**src/rtl/serpentine_pan_tilt_scan_controller_core_defines.svh**
```systemverilog
// ---------------------------------------------------------------------------
// Assertion macros for the scan controller
// Each macro expands to one labeled concurrent assertion clocked on clock and
// disabled during reset.
// ---------------------------------------------------------------------------
`ifndef SERPENTINE_PAN_TILT_SCAN_CONTROLLER_CORE_DEFINES_SVH
`define SERPENTINE_PAN_TILT_SCAN_CONTROLLER_CORE_DEFINES_SVH

// same-cycle implication
`define SPTSC_ASSERT_NOW(label, ante, cons, msg) \
label: assert property (@(posedge clock) disable iff (reset) (ante) |-> (cons)) \
   else $error(msg);

// next-cycle implication
`define SPTSC_ASSERT_NEXT(label, ante, cons, msg) \
label: assert property (@(posedge clock) disable iff (reset) (ante) |=> (cons)) \
   else $error(msg);

`endif

```
**src/rtl/sptsc_pkg.sv**
```systemverilog
// ---------------------------------------------------------------------------
// Scan controller package
// Shared types, register indexes, record kinds and reset values.
// ---------------------------------------------------------------------------
package sptsc_pkg;

   localparam int CSR_INDEX_WIDTH = 3;
   localparam int CSR_DATA_WIDTH  = 16;

   localparam logic [CSR_INDEX_WIDTH-1:0] CSR_PAN_MIN       = 3'd0;
   localparam logic [CSR_INDEX_WIDTH-1:0] CSR_PAN_MAX       = 3'd1;
   localparam logic [CSR_INDEX_WIDTH-1:0] CSR_TILT_MIN      = 3'd2;
   localparam logic [CSR_INDEX_WIDTH-1:0] CSR_TILT_MAX      = 3'd3;
   localparam logic [CSR_INDEX_WIDTH-1:0] CSR_PARK_POSITION = 3'd4;
   localparam logic [CSR_INDEX_WIDTH-1:0] CSR_STEP_INTERVAL = 3'd5;

   localparam logic [7:0]  RST_PAN_MIN       = 8'd30;
   localparam logic [7:0]  RST_PAN_MAX       = 8'd70;
   localparam logic [7:0]  RST_TILT_MIN      = 8'd85;
   localparam logic [7:0]  RST_TILT_MAX      = 8'd100;
   localparam logic [7:0]  RST_PARK_POSITION = 8'd90;
   localparam logic [15:0] RST_STEP_INTERVAL = 16'd100;

   localparam logic [7:0]  START_BYTE     = 8'h73;
   localparam logic [15:0] ELAPSED_CEIL   = 16'hFFFF;

   localparam logic ACTION_TICK = 1'b0;
   localparam logic ACTION_BYTE = 1'b1;

   localparam logic [1:0] KIND_SAMPLE = 2'd0;
   localparam logic [1:0] KIND_START  = 2'd1;
   localparam logic [1:0] KIND_DONE   = 2'd2;
   localparam logic [1:0] KIND_PARKED = 2'd3;

   typedef struct packed {
      logic [7:0]  pan_min;
      logic [7:0]  pan_max;
      logic [7:0]  tilt_min;
      logic [7:0]  tilt_max;
      logic [7:0]  park_position;
      logic [15:0] step_interval;
   } cfg_type;

   typedef struct packed {
      logic [7:0] pan_position;
      logic [7:0] tilt_position;
      logic [1:0] record_kind;
      logic       last;
   } rec_type;

   typedef struct packed {
      logic [1:0] count;
      rec_type    rec0;
      rec_type    rec1;
   } pair_type;

endpackage

```
**src/rtl/sptsc_ifs.sv**
```systemverilog
// ---------------------------------------------------------------------------
// Scan controller channel interfaces
// Item channel and result channel, each with valid/ready and payload.
// ---------------------------------------------------------------------------
interface sptsc_req_if;
   logic       valid;
   logic       ready;
   logic       action;
   logic [7:0] command_byte;

   modport source (output valid, output action, output command_byte, input ready);
   modport sink   (input valid, input action, input command_byte, output ready);
endinterface

interface sptsc_rsp_if;
   logic       valid;
   logic       ready;
   logic [7:0] pan_position;
   logic [7:0] tilt_position;
   logic [1:0] record_kind;
   logic       last;

   modport source (output valid, output pan_position, output tilt_position,
                   output record_kind, output last, input ready);
   modport sink   (input valid, input pan_position, input tilt_position,
                   input record_kind, input last, output ready);
endinterface

```
**src/rtl/sptsc_seq.sv**
```systemverilog
// ---------------------------------------------------------------------------
// Scan sequencer
// Holds the scan state and turns one item into up to two result records.
// ---------------------------------------------------------------------------
module sptsc_seq (
   input  logic               clock,
   input  logic               reset,
   input  logic               fire,
   input  logic               action,
   input  logic [7:0]         command_byte,
   input  sptsc_pkg::cfg_type cfg,
   output sptsc_pkg::pair_type pair
);
   import sptsc_pkg::*;

   typedef enum logic [1:0] {
      MODE_PARK_PENDING = 2'd0,
      MODE_STOPPED      = 2'd1,
      MODE_RUNNING      = 2'd2
   } mode_type;

   mode_type    mode_ff, mode_in;
   logic [7:0]  pan_ff, pan_in;
   logic [7:0]  tilt_ff, tilt_in;
   logic        down_ff, down_in;
   logic [15:0] elapsed_ff, elapsed_in;

   logic [15:0] elapsed_inc;
   logic [7:0]  pan_step;
   logic [7:0]  tilt_step;

   always_comb begin
      mode_in    = mode_ff;
      pan_in     = pan_ff;
      tilt_in    = tilt_ff;
      down_in    = down_ff;
      elapsed_in = elapsed_ff;
      pair       = '0;

      elapsed_inc = (elapsed_ff == ELAPSED_CEIL) ? elapsed_ff : elapsed_ff + 16'd1;
      pan_step    = down_ff ? pan_ff - 8'd1 : pan_ff + 8'd1;
      tilt_step   = tilt_ff + 8'd1;

      case (mode_ff)
         MODE_PARK_PENDING: begin
            pair.count = 2'd1;
            pair.rec0  = '{cfg.park_position, cfg.park_position, KIND_PARKED, 1'b1};
            mode_in    = MODE_STOPPED;
         end
         MODE_RUNNING: begin
            if (action == ACTION_TICK) begin
               elapsed_in = elapsed_inc;
               if (elapsed_inc > cfg.step_interval) begin
                  elapsed_in = '0;
                  pan_in     = pan_step;
                  pair.count = 2'd1;
                  pair.rec0  = '{pan_step, tilt_ff, KIND_SAMPLE, 1'b1};
                  if (pan_step >= cfg.pan_max || pan_step <= cfg.pan_min) begin
                     down_in        = !down_ff;
                     tilt_in        = tilt_step;
                     pair.count     = 2'd2;
                     pair.rec0.last = 1'b0;
                     if (tilt_step > cfg.tilt_max) begin
                        pair.rec1 = '{cfg.park_position, cfg.park_position,
                                      KIND_DONE, 1'b1};
                        mode_in   = MODE_STOPPED;
                     end else begin
                        pair.rec1 = '{pan_step, tilt_step, KIND_SAMPLE, 1'b1};
                     end
                  end
               end
            end
         end
         default: begin
            if (action == ACTION_BYTE && command_byte == START_BYTE) begin
               pan_in     = cfg.pan_min;
               tilt_in    = cfg.tilt_min;
               down_in    = 1'b0;
               elapsed_in = '0;
               mode_in    = MODE_RUNNING;
               pair.count = 2'd1;
               pair.rec0  = '{cfg.pan_min, cfg.tilt_min, KIND_START, 1'b1};
            end
         end
      endcase
   end

   always_ff @(posedge clock) begin
      if (reset) begin
         mode_ff    <= MODE_PARK_PENDING;
         pan_ff     <= '0;
         tilt_ff    <= '0;
         down_ff    <= 1'b0;
         elapsed_ff <= '0;
      end else if (fire) begin
         mode_ff    <= mode_in;
         pan_ff     <= pan_in;
         tilt_ff    <= tilt_in;
         down_ff    <= down_in;
         elapsed_ff <= elapsed_in;
      end
   end

endmodule

```
**src/rtl/sptsc_out_buf.sv**
```systemverilog
// ---------------------------------------------------------------------------
// Result buffer
// Holds the records of one item and presents them in order on the result
// channel.
// ---------------------------------------------------------------------------
module sptsc_out_buf (
   input  logic                clock,
   input  logic                reset,
   input  logic                load,
   input  sptsc_pkg::pair_type pair,
   output logic                free,
   sptsc_rsp_if.source         rsp_chan
);
   import sptsc_pkg::*;

   logic [1:0] count_ff, count_in;
   rec_type    rec0_ff, rec0_in;
   rec_type    rec1_ff, rec1_in;
   logic       take;

   assign take = rsp_chan.valid && rsp_chan.ready;
   assign free = (count_ff == 2'd0) || (count_ff == 2'd1 && rsp_chan.ready);

   always_comb begin
      count_in = count_ff;
      rec0_in  = rec0_ff;
      rec1_in  = rec1_ff;
      if (load) begin
         count_in = pair.count;
         rec0_in  = pair.rec0;
         rec1_in  = pair.rec1;
      end else if (take) begin
         count_in = count_ff - 2'd1;
         rec0_in  = rec1_ff;
      end
   end

   always_ff @(posedge clock) begin
      if (reset) begin
         count_ff <= '0;
      end else begin
         count_ff <= count_in;
      end
      rec0_ff <= rec0_in;
      rec1_ff <= rec1_in;
   end

   assign rsp_chan.valid         = (count_ff != 2'd0);
   assign rsp_chan.pan_position  = rec0_ff.pan_position;
   assign rsp_chan.tilt_position = rec0_ff.tilt_position;
   assign rsp_chan.record_kind   = rec0_ff.record_kind;
   assign rsp_chan.last          = rec0_ff.last;

endmodule

```
**src/rtl/serpentine_pan_tilt_scan_controller_core.sv**
```systemverilog
// ---------------------------------------------------------------------------
// Serpentine pan/tilt scan controller
// Steps a pan/tilt pair over a serpentine raster on millisecond ticks and
// reports start, sample, completion and park records.
// ---------------------------------------------------------------------------
// An item (tick or command byte) is taken into an input register, processed
// by the sequencer once the result buffer is free and its records land in a
// two-entry result buffer. The block takes one item per cycle while each item
// yields at most one record and the result side keeps up; an item that yields
// two records (a sample at a pan bound) holds off the next item until its
// first record has been taken. Register writes apply at once and are meant
// for idle periods.
`include "serpentine_pan_tilt_scan_controller_core_defines.svh"

module serpentine_pan_tilt_scan_controller_core (
   input  logic                                   clock,
   input  logic                                   reset,
   sptsc_req_if.sink                              req_chan,
   sptsc_rsp_if.source                            rsp_chan,
   input  logic                                   csr_we,
   input  logic [sptsc_pkg::CSR_INDEX_WIDTH-1:0]  csr_index,
   input  logic [sptsc_pkg::CSR_DATA_WIDTH-1:0]   csr_wdata
);
   import sptsc_pkg::*;

   cfg_type    cfg_ff;
   logic       s1_valid_ff;
   logic       s1_action_ff;
   logic [7:0] s1_byte_ff;
   logic       free;
   logic       fire;
   pair_type   pair;

   assign fire           = s1_valid_ff && free;
   assign req_chan.ready = !s1_valid_ff || fire;

   always_ff @(posedge clock) begin
      if (reset) begin
         cfg_ff.pan_min       <= RST_PAN_MIN;
         cfg_ff.pan_max       <= RST_PAN_MAX;
         cfg_ff.tilt_min      <= RST_TILT_MIN;
         cfg_ff.tilt_max      <= RST_TILT_MAX;
         cfg_ff.park_position <= RST_PARK_POSITION;
         cfg_ff.step_interval <= RST_STEP_INTERVAL;
      end else if (csr_we) begin
         case (csr_index)
            CSR_PAN_MIN:       cfg_ff.pan_min       <= csr_wdata[7:0];
            CSR_PAN_MAX:       cfg_ff.pan_max       <= csr_wdata[7:0];
            CSR_TILT_MIN:      cfg_ff.tilt_min      <= csr_wdata[7:0];
            CSR_TILT_MAX:      cfg_ff.tilt_max      <= csr_wdata[7:0];
            CSR_PARK_POSITION: cfg_ff.park_position <= csr_wdata[7:0];
            CSR_STEP_INTERVAL: cfg_ff.step_interval <= csr_wdata;
            default: ;
         endcase
      end
   end

   always_ff @(posedge clock) begin
      if (reset) begin
         s1_valid_ff <= 1'b0;
      end else if (req_chan.ready) begin
         s1_valid_ff <= req_chan.valid;
      end
      if (req_chan.valid && req_chan.ready) begin
         s1_action_ff <= req_chan.action;
         s1_byte_ff   <= req_chan.command_byte;
      end
   end

   sptsc_seq u_seq (
      .clock        (clock),
      .reset        (reset),
      .fire         (fire),
      .action       (s1_action_ff),
      .command_byte (s1_byte_ff),
      .cfg          (cfg_ff),
      .pair         (pair)
   );

   sptsc_out_buf u_out_buf (
      .clock    (clock),
      .reset    (reset),
      .load     (fire),
      .pair     (pair),
      .free     (free),
      .rsp_chan (rsp_chan)
   );

   `SPTSC_ASSERT_NOW(a_single_kinds_last, rsp_chan.valid && (rsp_chan.record_kind == KIND_START || rsp_chan.record_kind == KIND_DONE || rsp_chan.record_kind == KIND_PARKED), rsp_chan.last, "start, done and park records must close their item")
   `SPTSC_ASSERT_NEXT(a_pair_first_shown, fire && pair.count == 2'd2, rsp_chan.valid && !rsp_chan.last, "first record of a pair not presented")
   `SPTSC_ASSERT_NEXT(a_pair_second_follows, rsp_chan.valid && rsp_chan.ready && !rsp_chan.last, rsp_chan.valid && rsp_chan.last, "second record of a pair missing")

endmodule
```
**src/flat_wrapper.sv**
```systemverilog
// flat-port wrapper written by rule: the top's interface ports become plain ports
module serpentine_pan_tilt_scan_controller_core_flat import sptsc_pkg::*;
  (clock, reset, csr_we, csr_index, csr_wdata, req_chan_valid, req_chan_action, req_chan_command_byte, req_chan_ready, rsp_chan_valid, rsp_chan_pan_position, rsp_chan_tilt_position, rsp_chan_record_kind, rsp_chan_last, rsp_chan_ready);
  sptsc_req_if req_chan_i ();
  sptsc_rsp_if rsp_chan_i ();
  input  logic clock;
  input  logic reset;
  input  logic csr_we;
  input  logic [sptsc_pkg::CSR_INDEX_WIDTH-1:0] csr_index;
  input  logic [sptsc_pkg::CSR_DATA_WIDTH-1:0] csr_wdata;
  input wire logic [$bits(req_chan_i.valid)-1:0] req_chan_valid;
  input wire logic [$bits(req_chan_i.action)-1:0] req_chan_action;
  input wire logic [$bits(req_chan_i.command_byte)-1:0] req_chan_command_byte;
  output wire logic [$bits(req_chan_i.ready)-1:0] req_chan_ready;
  output wire logic [$bits(rsp_chan_i.valid)-1:0] rsp_chan_valid;
  output wire logic [$bits(rsp_chan_i.pan_position)-1:0] rsp_chan_pan_position;
  output wire logic [$bits(rsp_chan_i.tilt_position)-1:0] rsp_chan_tilt_position;
  output wire logic [$bits(rsp_chan_i.record_kind)-1:0] rsp_chan_record_kind;
  output wire logic [$bits(rsp_chan_i.last)-1:0] rsp_chan_last;
  input wire logic [$bits(rsp_chan_i.ready)-1:0] rsp_chan_ready;
  assign req_chan_i.valid = req_chan_valid;
  assign req_chan_i.action = req_chan_action;
  assign req_chan_i.command_byte = req_chan_command_byte;
  assign req_chan_ready = req_chan_i.ready;
  assign rsp_chan_valid = rsp_chan_i.valid;
  assign rsp_chan_pan_position = rsp_chan_i.pan_position;
  assign rsp_chan_tilt_position = rsp_chan_i.tilt_position;
  assign rsp_chan_record_kind = rsp_chan_i.record_kind;
  assign rsp_chan_last = rsp_chan_i.last;
  assign rsp_chan_i.ready = rsp_chan_ready;
  serpentine_pan_tilt_scan_controller_core u_core (.clock(clock), .reset(reset), .req_chan(req_chan_i), .rsp_chan(rsp_chan_i), .csr_we(csr_we), .csr_index(csr_index), .csr_wdata(csr_wdata));
endmodule
```
**config.mk**
```make
export PLATFORM = sky130hd
export DESIGN_NAME = serpentine_pan_tilt_scan_controller_core_flat
export DESIGN_NICKNAME = d
export VERILOG_FILES = /design/src/rtl/sptsc_pkg.sv /design/src/rtl/sptsc_ifs.sv /design/src/rtl/sptsc_seq.sv /design/src/rtl/sptsc_out_buf.sv /design/src/rtl/serpentine_pan_tilt_scan_controller_core.sv /design/src/flat_wrapper.sv
export VERILOG_INCLUDE_DIRS = /design/src /design/src/rtl
export SDC_FILE = /design/constraint.sdc
export NUM_CORES = 1
export LEC_CHECK = 0
export BUFFER_PORTS_ARGS = -buffer_cell sky130_fd_sc_hd__buf_4
export CORE_ASPECT_RATIO = 1.75
export CORE_MARGIN = 2
export CORE_UTILIZATION = 60
export DETAILED_ROUTE_END_ITERATION = 16
export PLACE_DENSITY = 0.79
export SLEW_MARGIN = 10
export SYNTH_ARGS = -nofsm -noshare
export SYNTH_HDL_FRONTEND = slang
export SYNTH_SLANG_ARGS = --single-unit
```
**constraint.sdc**
```tcl
create_clock -name clock -period 4.8 [get_ports clock]
set_input_delay 0.96 -clock clock [delete_from_list [all_inputs] [get_ports clock]]
set_output_delay 0.96 -clock clock [all_outputs]
set_load 0.05 [all_outputs]
```
---- Word level (Yosys, flattened, before mapping) ----
Index checks and enable logic that the tools add are counted.
cells by class
  $add $sub $neg .......................... 5
  magnitude comparators ................... 4
  eq/ne operators ......................... 13
  mux-type cells .......................... 37
  bitwise operators ....................... 4
  reduce and logical (&&, ||, !) cells .... 28
operator list
  kind                                                                number
  40-bit 2-to-1 mux                                                   2
  16-bit 2-to-1 mux                                                   4
  8-bit 2-to-1 mux                                                    8
  19-bit 2-to-1 mux                                                   3
  21-bit one-hot mux with 2 select lines                              1
  20-bit 2-to-1 mux                                                   2
  16-bit one-hot mux with 2 select lines                              1
  8-bit one-hot mux with 2 select lines                               2
  16-bit by 1-bit adder with 16-bit output, second input constant     1
  8-bit by 1-bit adder with 8-bit output, second input constant       2
  16-bit == test, second input constant                               1
  16-bit > comparator                                                 1
  2-bit 2-to-1 mux                                                    8
  2-bit AND reduction                                                 6
  6-bit AND reduction                                                 2
  8-bit by 7-bit == test with 1-bit output, second input constant     1
  8-bit >= comparator                                                 1
  8-bit > comparator                                                  1
  8-bit <= comparator                                                 1
  2-bit inequality test, second input constant                        4
  8-bit by 1-bit subtractor with 8-bit output, second input constant  1
  3-bit by 2-bit == test with 1-bit output, second input constant     2
  3-bit == test, second input constant                                2
  2-bit nonzero test                                                  3
  other kinds (17)                                                    31
storage, ports and cells
  register bits after elaboration ......... 141
  output and inout port bits .............. 21
  word-level logic and storage cells ...... 114

---- Depth between registers and ports, before layout ----
Gate-level depths: netlist of the first run.
  word-level depth ........................ 9
  depth in mapped cells ................... 17
  gate-level depth less buffers ........... 14

---- Hierarchy ----
From an unflattened synthesis of the first run, not the netlist that was laid out.
unflattened totals
  cell total of the unflattened synthesis .. 849
  area, all modules ....................... 8029.0 µm²
by module, submodules not included
  module                                    instances  cells an instance  area an instance (µm²)  seq. area each (µm²)
  sptsc_seq                                 1          535                3878.7                  700.7
  serpentine_pan_tilt_scan_controller_core  1          236                2623.8                  1411.4
  sptsc_out_buf                             1          78                 1526.5                  1181.1

---- Least setup slack after synthesis of the first run ----
Ideal clock, no wire load.
  path kind ............................... register to register
  start ................................... reg u_core.u_seq.elapsed_ff[0]
  end ..................................... reg u_core.u_out_buf.rec1_ff[5] (netlist name), data pin
  library setup time ...................... 0.128 ns
  arrival ................................. 3.456 ns
  required time ........................... 4.672 ns
  setup slack ............................. 1.216 ns
  cell stages (with the launch flop) ...... 18
  buffers on the path ..................... 3
  period minus slack after synthesis ...... 3.584 ns
  cell sequence ........................... dfxtp_1 > ha_1 > and3_1 > clkbuf_1 > nand4_1 > buf_2 > nand4_1 > nor2_1 > xor2_1 > ha_1 > and4_1 > nand2b_1 > nor3_1 > or3_1 > or3_1 > buf_2 > o21bai_4 > o21ba_4
between the ends
  longest elaborated chain between the ends .. 5
ends and longest elaborated chain
  what                                                                        RTL line             source
  start, declared                                                             sptsc_seq.sv:26      logic [15:0] elapsed_ff, elapsed_in;
  start signal, assigned                                                      sptsc_seq.sv:100     elapsed_ff <= elapsed_in;
  16-bit by 1-bit adder with 16-bit output or 16-bit == test (tied branches)  sptsc_seq.sv:40      elapsed_inc = (elapsed_ff == ELAPSED_CEIL) ? elapsed_ff : elapsed_ff + 16'd1;
  16-bit 2-to-1 mux (*)                                                       sptsc_seq.sv:40
  16-bit > comparator (*)                                                     sptsc_seq.sv:53      if (elapsed_inc > cfg.step_interval) begin
  1-bit inverter (no line) (*)                                                -
  4-bit OR reduction (no line) (*)                                            -
  end signal, assigned                                                        sptsc_out_buf.sv:45  rec1_ff <= rec1_in;
  end, declared                                                               sptsc_out_buf.sv:18  rec_type rec1_ff, rec1_in;
Every way passes the cells marked *; elsewhere a longest branch is shown, timed or not.
A chain may end at the register's enable or synchronous reset.

---- Worst setup path after layout of the first run ----
  start ................................... reg u_core.u_seq.pan_ff[0]
  end ..................................... reg u_core.u_out_buf.rec1_ff[5] (netlist name), data pin
between the ends
  longest elaborated chain between the ends .. 6
ends and longest elaborated chain
  what                                                                                                   RTL line         source
  start, declared                                                                                        sptsc_seq.sv:23  logic [7:0] pan_ff, pan_in;
  start signal, assigned                                                                                 sptsc_seq.sv:97  pan_ff <= pan_in;
  8-bit by 1-bit adder with 8-bit output or 8-bit by 1-bit subtractor with 8-bit output (tied branches)  sptsc_seq.sv:41  pan_step = down_ff ? pan_ff - 8'd1 : pan_ff + 8'd1;
  8-bit 2-to-1 mux (*)                                                                                   sptsc_seq.sv:41
  8-bit >= comparator or 8-bit <= comparator (tied branches)                                             sptsc_seq.sv:58  if (pan_step >= cfg.pan_max || pan_step <= cfg.pan_min) begin
  1-bit logical OR (*)                                                                                   sptsc_seq.sv:58
  1-bit inverter (no line) (*)                                                                           -
  4-bit OR reduction (no line) (*)                                                                       -
Marked as above.

==> results.txt, run 1 <==
The multiplexer area fraction after synthesis is 0.0164. The area of the die is 13400 um^2. The wire length of the first global-routing pass is approximately 34000 um. The count of distinct cell types in the synthesized netlist came out at 62. The end point of the most critical hold path is u_core.cfg_ff[9]$_SDFFE_PP0P_. A synthesized cell averages 8.64 um^2. Across every metal layer, demand over resource in global routing totals 0.344.

The arrival time of data at the critical path endpoint is about 4.5 ns. The number of CTS-inserted buffers is 17. The number of antenna violations at the first check in global routing is 0. The maximum root-to-sink buffer count came out at 2.

The vias per cell came out at 6.16. The cell area that synthesis handed to floorplanning was 7460 um^2. CTS saw 140 sinks.

The maximum number of pins on one net before global-route repair is 90. The tightest hold path in the finished design has a slack of 0.454 ns. For this run, the leading register cell type out of synthesis is sky130_fd_sc_hd__dfxtp_1. The worst clock skew came out at roughly 0.0095 ns. The path class of the tightest hold or removal check is register to register. The largest individual stage delay along the critical path comes from the cell sky130_fd_sc_hd__or3_1. In this run the static leakage power is 3.40 nW. Relative to the synthesized area, the layout overhead comes to 14.7%.

The number of nets with antenna violations after detailed routing is 0. Summed over all nets, the switching power comes to 924 uW. Of all nets on the critical path, the largest fanout is 16. Clock-pin slew was measured on the worst setup and hold paths at 0.06 ns.

The proportion of total power due to net switching came out at 0.301. The portion of the clock cycle consumed by the worst path in the final layout is 0.889. The cell internal power dissipation came out at 2.14 mW.

The quantity of gates resized following cts is 0. The post-cts hold buffer count came out at 0. The number of H-tree levels is 4.

The core region is 12100 um^2. The width of the die is 88.3 um. Setup violations remaining at the end of the flow were counted as 0.

The main combinational cell family by area after synthesis is simple AND/OR/NAND/NOR gates. The peak supply drop is approximately 280 uV. The remaining routing DRC violations is 0. The clock tree from TritonCTS is yes.

The detailed-router iteration count before antenna repair is 5. Power spread over the standard cell area amounts to 359 nW/um^2. The required time of the critical path is 4.99 ns. The buffers inserted during post-CTS setup optimization came out at 0. The cell seen most often among critical-path stages is sky130_fd_sc_hd__a21oi_1. The count of vias placed by the detailed router came out at 6706. The proportion of synthesized chip area in sequential cells came out at 0.438.

The max-capacitance violation count came out at 0. The number of antenna cells inserted came out at 0. The max-slew headroom at the worst pin is 0.289. The total overflow left after global routing is 0.

The worst setup path is of the register to register kind. The final standard cell utilization of the core came out at 0.709. The share of power burned in combinational logic came out at 0.161. The xor and xnor fraction of the mapped netlist area is 0.0399. The power share of the sequential group came out at 0.443. The port buffer count came out at 53. For this run, the slowest stage of the critical path takes 0.53 ns. The root buffer cell chosen for the clock tree is sky130_fd_sc_hd__clkbuf_16.

Traced cell by cell, the critical path runs through fa_1, a21o_1, a21oi_1, o21ai_0, a21oi_1, xnor2_1, ha_1, a21oi_1, nand2_1, a211oi_1, o311a_1, or3_1, o21bai_4, o21ba_4. The number of placement rows is 53. The total of flip-flops plus latches after synthesis is 140. The post-detailed-routing wire length is between 20000 and 25000 um. In the final layout, the share of cells above drive strength 1 is 0.115. The startpoint of the most critical register-to-register path is u_core.u_seq.pan_ff[0]$_SDFFE_PP0P_. The wire-length estimate of the detail-placed layout is 16500 um. The via count of the first global-routing pass came out at approximately 6.6k. The compound-cell area share of the yosys netlist came out at 0.153.

The max-slew violation count is 0. Of the total synthesized cell area, the portion taken by full adders, half adders and majority gates is 0.0866. The part of the power in the clock network is 0.396. Setup repair after global routing left no endpoint under its margin.

The average wire length per cell after detail routing is 20.6 um. The last weighted congestion value of the routability-driven placer is 0.961. The net count after synthesis is 947. The leading cell type in the layout, fill and taps excluded is sky130_fd_sc_hd__nand2_1.

The clock latency on the worst-skew pair is about 0.44 ns. The total I/O pin count is 54. The timing-limited maximum frequency is 234 MHz. The reg-to-reg critical path endpoint is u_core.u_out_buf.rec1_ff[5]$_SDFFCE_PP0P_. The initial utilization of the core area, before any placement, comes to 0.618.

The slack of the worst reg-to-reg path came out at 0.53 ns. The post-synthesis simple-gate area fraction came out at 0.222. The run finished with clean final reports. For this run, the post-layout net count is 995.

The worst hold path stage count is 2. The worst-margin pin slew is 1.06 ns. The die span in y came out at 151 um. The warning count from the yosys run came out at 0. The worst setup path is launched from a register. The final hold violation count came to 0. The top cell types in the final layout, fill and taps aside, are sky130_fd_sc_hd__nand2_1, sky130_fd_sc_hd__dfxtp_1, sky130_fd_sc_hd__a21oi_1, sky130_fd_sc_hd__nor2_1, sky130_fd_sc_hd__buf_4. The proportion of register bits with asynchronous set or reset after synthesis is 0. The synthesized instance count is 863. The number of enable flip-flop cells after synthesis is between 40 and 50.

The number of cells on the worst reg-to-reg path is 14. The nature of the critical path endpoint is a register. Setup total negative slack on the finished layout was measured at 0 ns. The critical hold path startpoint is u_core.cfg_ff[9]$_SDFFE_PP0P_.

The iteration-0 DRC count of the detailed router is 367. The final period demand of the worst path is about 4.3 ns.
[synthesized netlist by cell type, types with 2 or more instances]
master                      number  area share
sky130_fd_sc_hd__xor2_1         11       0.013
sky130_fd_sc_hd__ha_1           50       0.084
sky130_fd_sc_hd__o211ai_1        4      0.0040
sky130_fd_sc_hd__o2111ai_1       2      0.0023
sky130_fd_sc_hd__o21ai_0        13      0.0087
sky130_fd_sc_hd__a21o_1          3      0.0030
sky130_fd_sc_hd__o21a_1          2      0.0020
sky130_fd_sc_hd__mux2_2          2      0.0030
sky130_fd_sc_hd__a311oi_1        4      0.0047
sky130_fd_sc_hd__nand4b_1        4      0.0047
sky130_fd_sc_hd__a211oi_1        5      0.0050
sky130_fd_sc_hd__nand3b_1       17       0.017
sky130_fd_sc_hd__nand4_1        12       0.010
sky130_fd_sc_hd__a31oi_1        17       0.014
sky130_fd_sc_hd__clkbuf_1       26       0.013
sky130_fd_sc_hd__nand2b_1       12       0.010
sky130_fd_sc_hd__and3_1          9      0.0076
sky130_fd_sc_hd__buf_2           9      0.0060
sky130_fd_sc_hd__inv_1          51       0.026
sky130_fd_sc_hd__nor2b_1         9      0.0076
sky130_fd_sc_hd__dfxtp_1        94        0.25
sky130_fd_sc_hd__xnor2_1        23       0.027
sky130_fd_sc_hd__nand3_1        11      0.0074
sky130_fd_sc_hd__a221oi_1        2      0.0023
sky130_fd_sc_hd__o21bai_1        2      0.0020
sky130_fd_sc_hd__or2_1           2      0.0017
sky130_fd_sc_hd__nand2_1       172       0.087
sky130_fd_sc_hd__nor3_1          8      0.0054
sky130_fd_sc_hd__a21boi_0        2      0.0020
sky130_fd_sc_hd__edfxtp_1       46        0.19
sky130_fd_sc_hd__o41ai_1         5      0.0059
sky130_fd_sc_hd__a211o_1         9       0.011
sky130_fd_sc_hd__or3_1           4      0.0034
sky130_fd_sc_hd__and4_1          4      0.0047
sky130_fd_sc_hd__nor2_1         82       0.041
sky130_fd_sc_hd__or4_1           2      0.0020
sky130_fd_sc_hd__mux2i_1        10       0.013
sky130_fd_sc_hd__and2_1          5      0.0042
sky130_fd_sc_hd__a21oi_1        93       0.062
sky130_fd_sc_hd__nor4_1          3      0.0025
[metal layers]
metal	part of all wire	wire length (um)	track usage
met3	0.054	1210	0.0553
met4	0.093	2080	0.289
met2	0.53	11800	0.615
met5	0	0	0
met1	0.33	7350	0.333
[per-stage QoR]
stage / setup slack, ns / area, um^2 / cells / power [mW]
4_1_cts: 0.545 / 8550 / 1089 / 3.06
6_report: 0.533 / 8550 / 1089 / 3.07
3_5_place_dp: 0.572 / 8020 / 1057 / 1.87
3_3_place_gp: 0.638 / 8020 / 1057 / 1.86
5_1_grt: 0.263 / 8550 / 1089 / 3.16
2_1_floorplan: 1.22 / 7460 / 863 / 1.70
[flip-flops by register name, summed over array words and instances, names as in the netlist, 2 cells and up]
register / cells
u_core.cfg_ff: 56
u_core.s1_byte_ff: 8
u_core.u_out_buf.count_ff: 2
u_core.u_out_buf.rec1_ff: 18
u_core.u_out_buf.rsp_chan.pan_position: 8
u_core.u_out_buf.rsp_chan.record_kind: 2
u_core.u_out_buf.rsp_chan.tilt_position: 8
u_core.u_seq.elapsed_ff: 16
u_core.u_seq.mode_ff: 2
u_core.u_seq.pan_ff: 8
u_core.u_seq.tilt_ff: 8
[power by group through the flow]
stage / sequential (mW) / clock [mW] / combinational, mW
3_5_place_dp: 1.38 / 0 / 0.490
2_1_floorplan: 1.48 / 0 / 0.214
6_report: 1.36 / 1.21 / 0.494
4_1_cts: 1.36 / 1.21 / 0.493
3_3_place_gp: 1.38 / 0 / 0.479
5_1_grt: 1.37 / 1.26 / 0.529
[critical path, delay by kind of cell, from the launching register on]
kind                     cells  cell delay (ns)
AO/OA/AOI/OAI                9             1.82
adder cells (fa/ha/maj)      2             0.88
AND/OR/NAND/NOR              2             0.60
flip-flops                   1             0.42
XOR/XNOR                     1             0.30
[cells by family (layout without fill, tap and decap cells)]
family,Yosys count,count (layout)
fa+ha+maj,51,51
compound gates,180,180
xor+xnor,34,34
simple gates,360,360
mux,12,12
flops,140,140
buf+inv,86,147
[worst max-delay path by stage]
stage	start	endpoint	depth (start not counted)
3_5_place_dp	u_core.u_seq.down_ff$_SDFFE_PP0P_	u_core.u_out_buf.rec1_ff[5]$_SDFFCE_PP0P_	14
6_report	u_core.u_seq.pan_ff[0]$_SDFFE_PP0P_	u_core.u_out_buf.rec1_ff[5]$_SDFFCE_PP0P_	14
5_1_grt	u_core.u_seq.down_ff$_SDFFE_PP0P_	u_core.u_out_buf.rec1_ff[5]$_SDFFCE_PP0P_	14
2_1_floorplan	u_core.u_seq.elapsed_ff[0]$_SDFFE_PP0P_	u_core.u_out_buf.rec1_ff[5]$_SDFFCE_PP0P_	17
4_1_cts	u_core.u_seq.down_ff$_SDFFE_PP0P_	u_core.u_out_buf.rec1_ff[5]$_SDFFCE_PP0P_	14
3_3_place_gp	u_core.u_seq.down_ff$_SDFFE_PP0P_	u_core.u_out_buf.rec1_ff[5]$_SDFFCE_PP0P_	14
[final cells by class]
cell class | count | area [um^2]
repair buffers | 64 | 480
flip-flops and latches | 140 | 3260
inverters | 51 | 191
clock buffers | 21 | 450
well taps | 165 | 206
fillers | 996 | 3520
multi-input cells | 637 | 3870
clock inverters | 11 | 86.3
Note: power is estimated with default switching activity, not from simulation.
==> run 2, diff against run 1 <==
==> constraint.sdc (replaced) <==
create_clock -name clock -period 5.15 [get_ports clock]
set_input_delay 1.03 -clock clock [delete_from_list [all_inputs] [get_ports clock]]
set_output_delay 1.03 -clock clock [all_outputs]
set_load 0.05 [all_outputs]
==> run 2 against run 1 <==
Against the previous run:
- via count is 0.67% higher
- sequential share of layout area is 0.47 points lower
- critical path type unchanged
- sequential cell count stayed put
- global-route usage is 1.7 points higher
- sequential power is 7% lower
- critical path depth stayed put
==> results.txt, run 2 (synthesized netlist as in run 1, its figures left out) <==
The library cell used most frequently in the layout, excluding fill and tap cells, is sky130_fd_sc_hd__nand2_1. The worst clock skew was 0.0126 ns (+0.00309 ns). The top cell types in the final layout, fill and taps aside, are sky130_fd_sc_hd__nand2_1, sky130_fd_sc_hd__dfxtp_1, sky130_fd_sc_hd__a21oi_1, sky130_fd_sc_hd__nor2_1, sky130_fd_sc_hd__buf_4. The detailed-router iteration count before antenna repair came out at 5 (unchanged). The instance count after placement with tap cells included is 1055 (-0.19%).

The required time of the critical path came out at 5.32 ns (+0.33 ns). The nature of the critical path endpoint is a register. The smallest setup slack after layout came out at 0.650 ns (+0.116 ns).

The tree is rooted in a sky130_fd_sc_hd__clkbuf_16. The total I/O pin count is 54 (unchanged). The clock tree from TritonCTS is yes. The global router's overall resource usage is 0.361 (+0.0171). Setup repair after global routing left no endpoint under its margin. The number of H-tree levels was 4 (unchanged).

The number of antenna violations at the first check in global routing is 0 (unchanged). The largest individual stage delay along the critical path comes from the cell sky130_fd_sc_hd__or3_1. The path type of the worst setup path is register to register. The timing-limited maximum frequency came out at 222 MHz (-5.2%).

The final instance area came to 8660 um^2 (+1.2%). The register clock-pin slew on the reported worst setup and hold paths came out at 0.06 ns (about the same). The portion of the clock cycle consumed by the worst path in the final layout came out at 0.874 (-0.0150). The maximum root-to-sink buffer count came to 2 (unchanged). The growth of design area from synthesis to finish is 16.1%. The via count of the first global-routing pass is 6818 (+3.7%).

The final cell count without fillers came to 1087 (-0.18%). The share of layout cells above drive strength 1 came to 0.114 (-0.000836). The cell count along the critical path is 14 (unchanged). The path class of the tightest hold or removal check is register to register. The die span in y was 151 um (unchanged). The number of buffers and inverters on the critical path came to 0 (unchanged).

The port buffer count came to 53 (unchanged). The average wire length per cell after detail routing is 21.1 um (+2.8%). The number of nets with antenna violations after detailed routing came to 0 (unchanged).

The flip-flop count of the largest register after layout came out at 56 (unchanged). The worst reg2reg path depth came to 14 (unchanged). The leakage power total came to 3.46 nW (+1.8%).

The area of the die came to 13400 um^2 (unchanged). The power density normalized to cell area is 355 nW/um^2 (-1.1%). The wire length of the first global-routing pass is 35600 um (+5.7%). The top fanout value on the critical path came to 16 (unchanged). The remaining routing DRC violations was 0 (unchanged).

The largest registers in the layout are u_core.cfg_ff x56, u_core.u_out_buf.rec1_ff x18, u_core.u_seq.elapsed_ff x16. The number of clock sinks came out at 140 (unchanged). The placed wire-length estimate after detailed placement is 16100 um (-2.2%). The vias per cell is 6.21 (+0.86%).

The buffers inserted during post-CTS setup optimization is 0 (unchanged). The worst-margin pin slew came out at 1.07 ns (+0.00978 ns). The max-capacitance violation count came out at 0 (unchanged). The total negative slack came out at 0 ns (unchanged). The max-slew violation count came out at 0 (unchanged). The slack of the worst reg-to-reg path is 0.65 ns (+0.12 ns). The total grt overflow is 0 (unchanged).

Counting flops per register, the top entry is u_core.cfg_ff. The width of the die is 88.3 um (unchanged). The arrival time of data at the critical path endpoint came out at 4.67 ns (+0.22 ns). The signal on the critical path passes through ha_1, and3_1, nand4_1, nand4_1, nor2_1, xor2_1, ha_1, and4_1, nand2b_1, nor3_1, or3_1, or3_1, o21bai_4, o21ba_4. The iteration-0 DRC count of the detailed router came out at 596 (+62%). The maximum number of pins on one net before global-route repair came out at 90 (unchanged). The count of vias placed by the detailed router came to 6751 (+0.67%). The number of placement rows is 53 (unchanged). The post-place setup slack is 0.780 ns (+0.208 ns). The post-cts hold buffer count is 0 (unchanged).

The number of CTS-inserted buffers came to 17 (unchanged). The count of nets after finishing was 993 (-0.20%). The max-slew headroom at the worst pin came out at 0.280 (-0.00927). The total cell area at the placement stage is 8000 um^2 (-0.19%). The last weighted congestion value of the routability-driven placer came to 1.03 (+7.6%).

The number of antenna cells inserted is 0 (unchanged). The final count of negative-setup-slack endpoints is 0 (unchanged). The initial cell density of the core is 0.618 (unchanged). The final period demand of the worst path came to 4.50 ns (+0.234 ns). The worst hold path stage count came out at 2 (unchanged). The clock latency on the worst-skew pair is 0.42 ns (-0.02 ns). The layout filler cell count came out at 950 (-4.6%). The cell family contributing the most delay on the critical path is simple AND/OR/NAND/NOR gates. STA classifies the critical path startpoint as a register. The final hold violation count came to 0 (unchanged).

The post-detailed-routing wire length came out at 23000 um (+2.6%). The peak supply drop is 385 uV (+39%). The run finished with clean final reports.

The stage delay of the slowest cell on the critical path came to 0.53 ns (about the same). The quantity of gates resized following cts came to 0 (unchanged). The floorplan core area came out at 12100 um^2 (unchanged).
run 2: cell count changes in the layout (fill, tap and decap cells not counted), moves of 2 or more:
cell | before | now
sky130_fd_sc_hd__clkinvlp_4 | 4 | 1
sky130_fd_sc_hd__buf_4 | 64 | 62
sky130_fd_sc_hd__inv_6 | 3 | 0
sky130_fd_sc_hd__bufinv_16 | 0 | 4
sky130_fd_sc_hd__inv_4 | 2 | 0
sky130_fd_sc_hd__clkbuf_8 | 1 | 3
run 2: final cells by class:
type,instances,area (um^2),area share
multi-input cells,637,3870,0.447
flip-flops and latches,140,3260,0.377
clock buffers,23,499,0.0577
repair buffers,62,465,0.0538
well taps,165,206,0.0238
inverters,51,191,0.0221
clock inverters,9,159,0.0184
run 2: routing by layer:
layer	GRT usage	wire length (um)	share of wire
met1	0.373	7650	0.33
met2	0.617	11400	0.50
met3	0.0655	1450	0.063
met4	0.300	2430	0.11
met5	0	0	0
run 2: stage by stage:
step / hold WS, ns / util / power [mW]
after global placement: 0.444 / 0.663 / 1.72
after global routing: 0.479 / 0.717 / 3.16
after floorplan: 0.436 / - / 1.58
final: 0.456 / 0.717 / 3.07
after CTS: 0.459 / 0.717 / 3.07
after detailed placement: 0.451 / 0.663 / 1.74
run 2: power by group:
part / switching (mW) / leakage [nW] / internal, mW
registers: 0.0395 / 1.21 / 1.23
logic: 0.318 / 1.93 / 0.135
clock network: 0.470 / 0.319 / 0.880
total: 0.828 / 3.46 / 2.24
run 2: worst register-to-register path, stage by stage, from the launching register on:
cell                       delay (ns)
sky130_fd_sc_hd__dfxtp_1         0.44
sky130_fd_sc_hd__ha_1            0.21
sky130_fd_sc_hd__and3_1          0.30
sky130_fd_sc_hd__nand4_1         0.43
sky130_fd_sc_hd__nand4_1         0.34
sky130_fd_sc_hd__nor2_1          0.08
sky130_fd_sc_hd__xor2_1          0.15
sky130_fd_sc_hd__ha_1            0.29
sky130_fd_sc_hd__and4_1          0.21
sky130_fd_sc_hd__nand2b_1        0.09
sky130_fd_sc_hd__nor3_1          0.49
sky130_fd_sc_hd__or3_1           0.29
sky130_fd_sc_hd__or3_1           0.54
sky130_fd_sc_hd__o21bai_4        0.25
sky130_fd_sc_hd__o21ba_4         0.17
run 2: path summary, 6_finish.rpt:
kind / startpoint / endpoint
setup / recovery: u_core.u_seq.elapsed_ff[0]$_SDFFE_PP0P_ / u_core.u_out_buf.rec1_ff[5]$_SDFFCE_PP0P_
hold / removal: u_core.cfg_ff[4]$_SDFFE_PP0P_ / u_core.cfg_ff[4]$_SDFFE_PP0P_
setup reg to reg: u_core.u_seq.elapsed_ff[0]$_SDFFE_PP0P_ / u_core.u_out_buf.rec1_ff[5]$_SDFFCE_PP0P_
hold reg to reg: u_core.cfg_ff[4]$_SDFFE_PP0P_ / u_core.cfg_ff[4]$_SDFFE_PP0P_
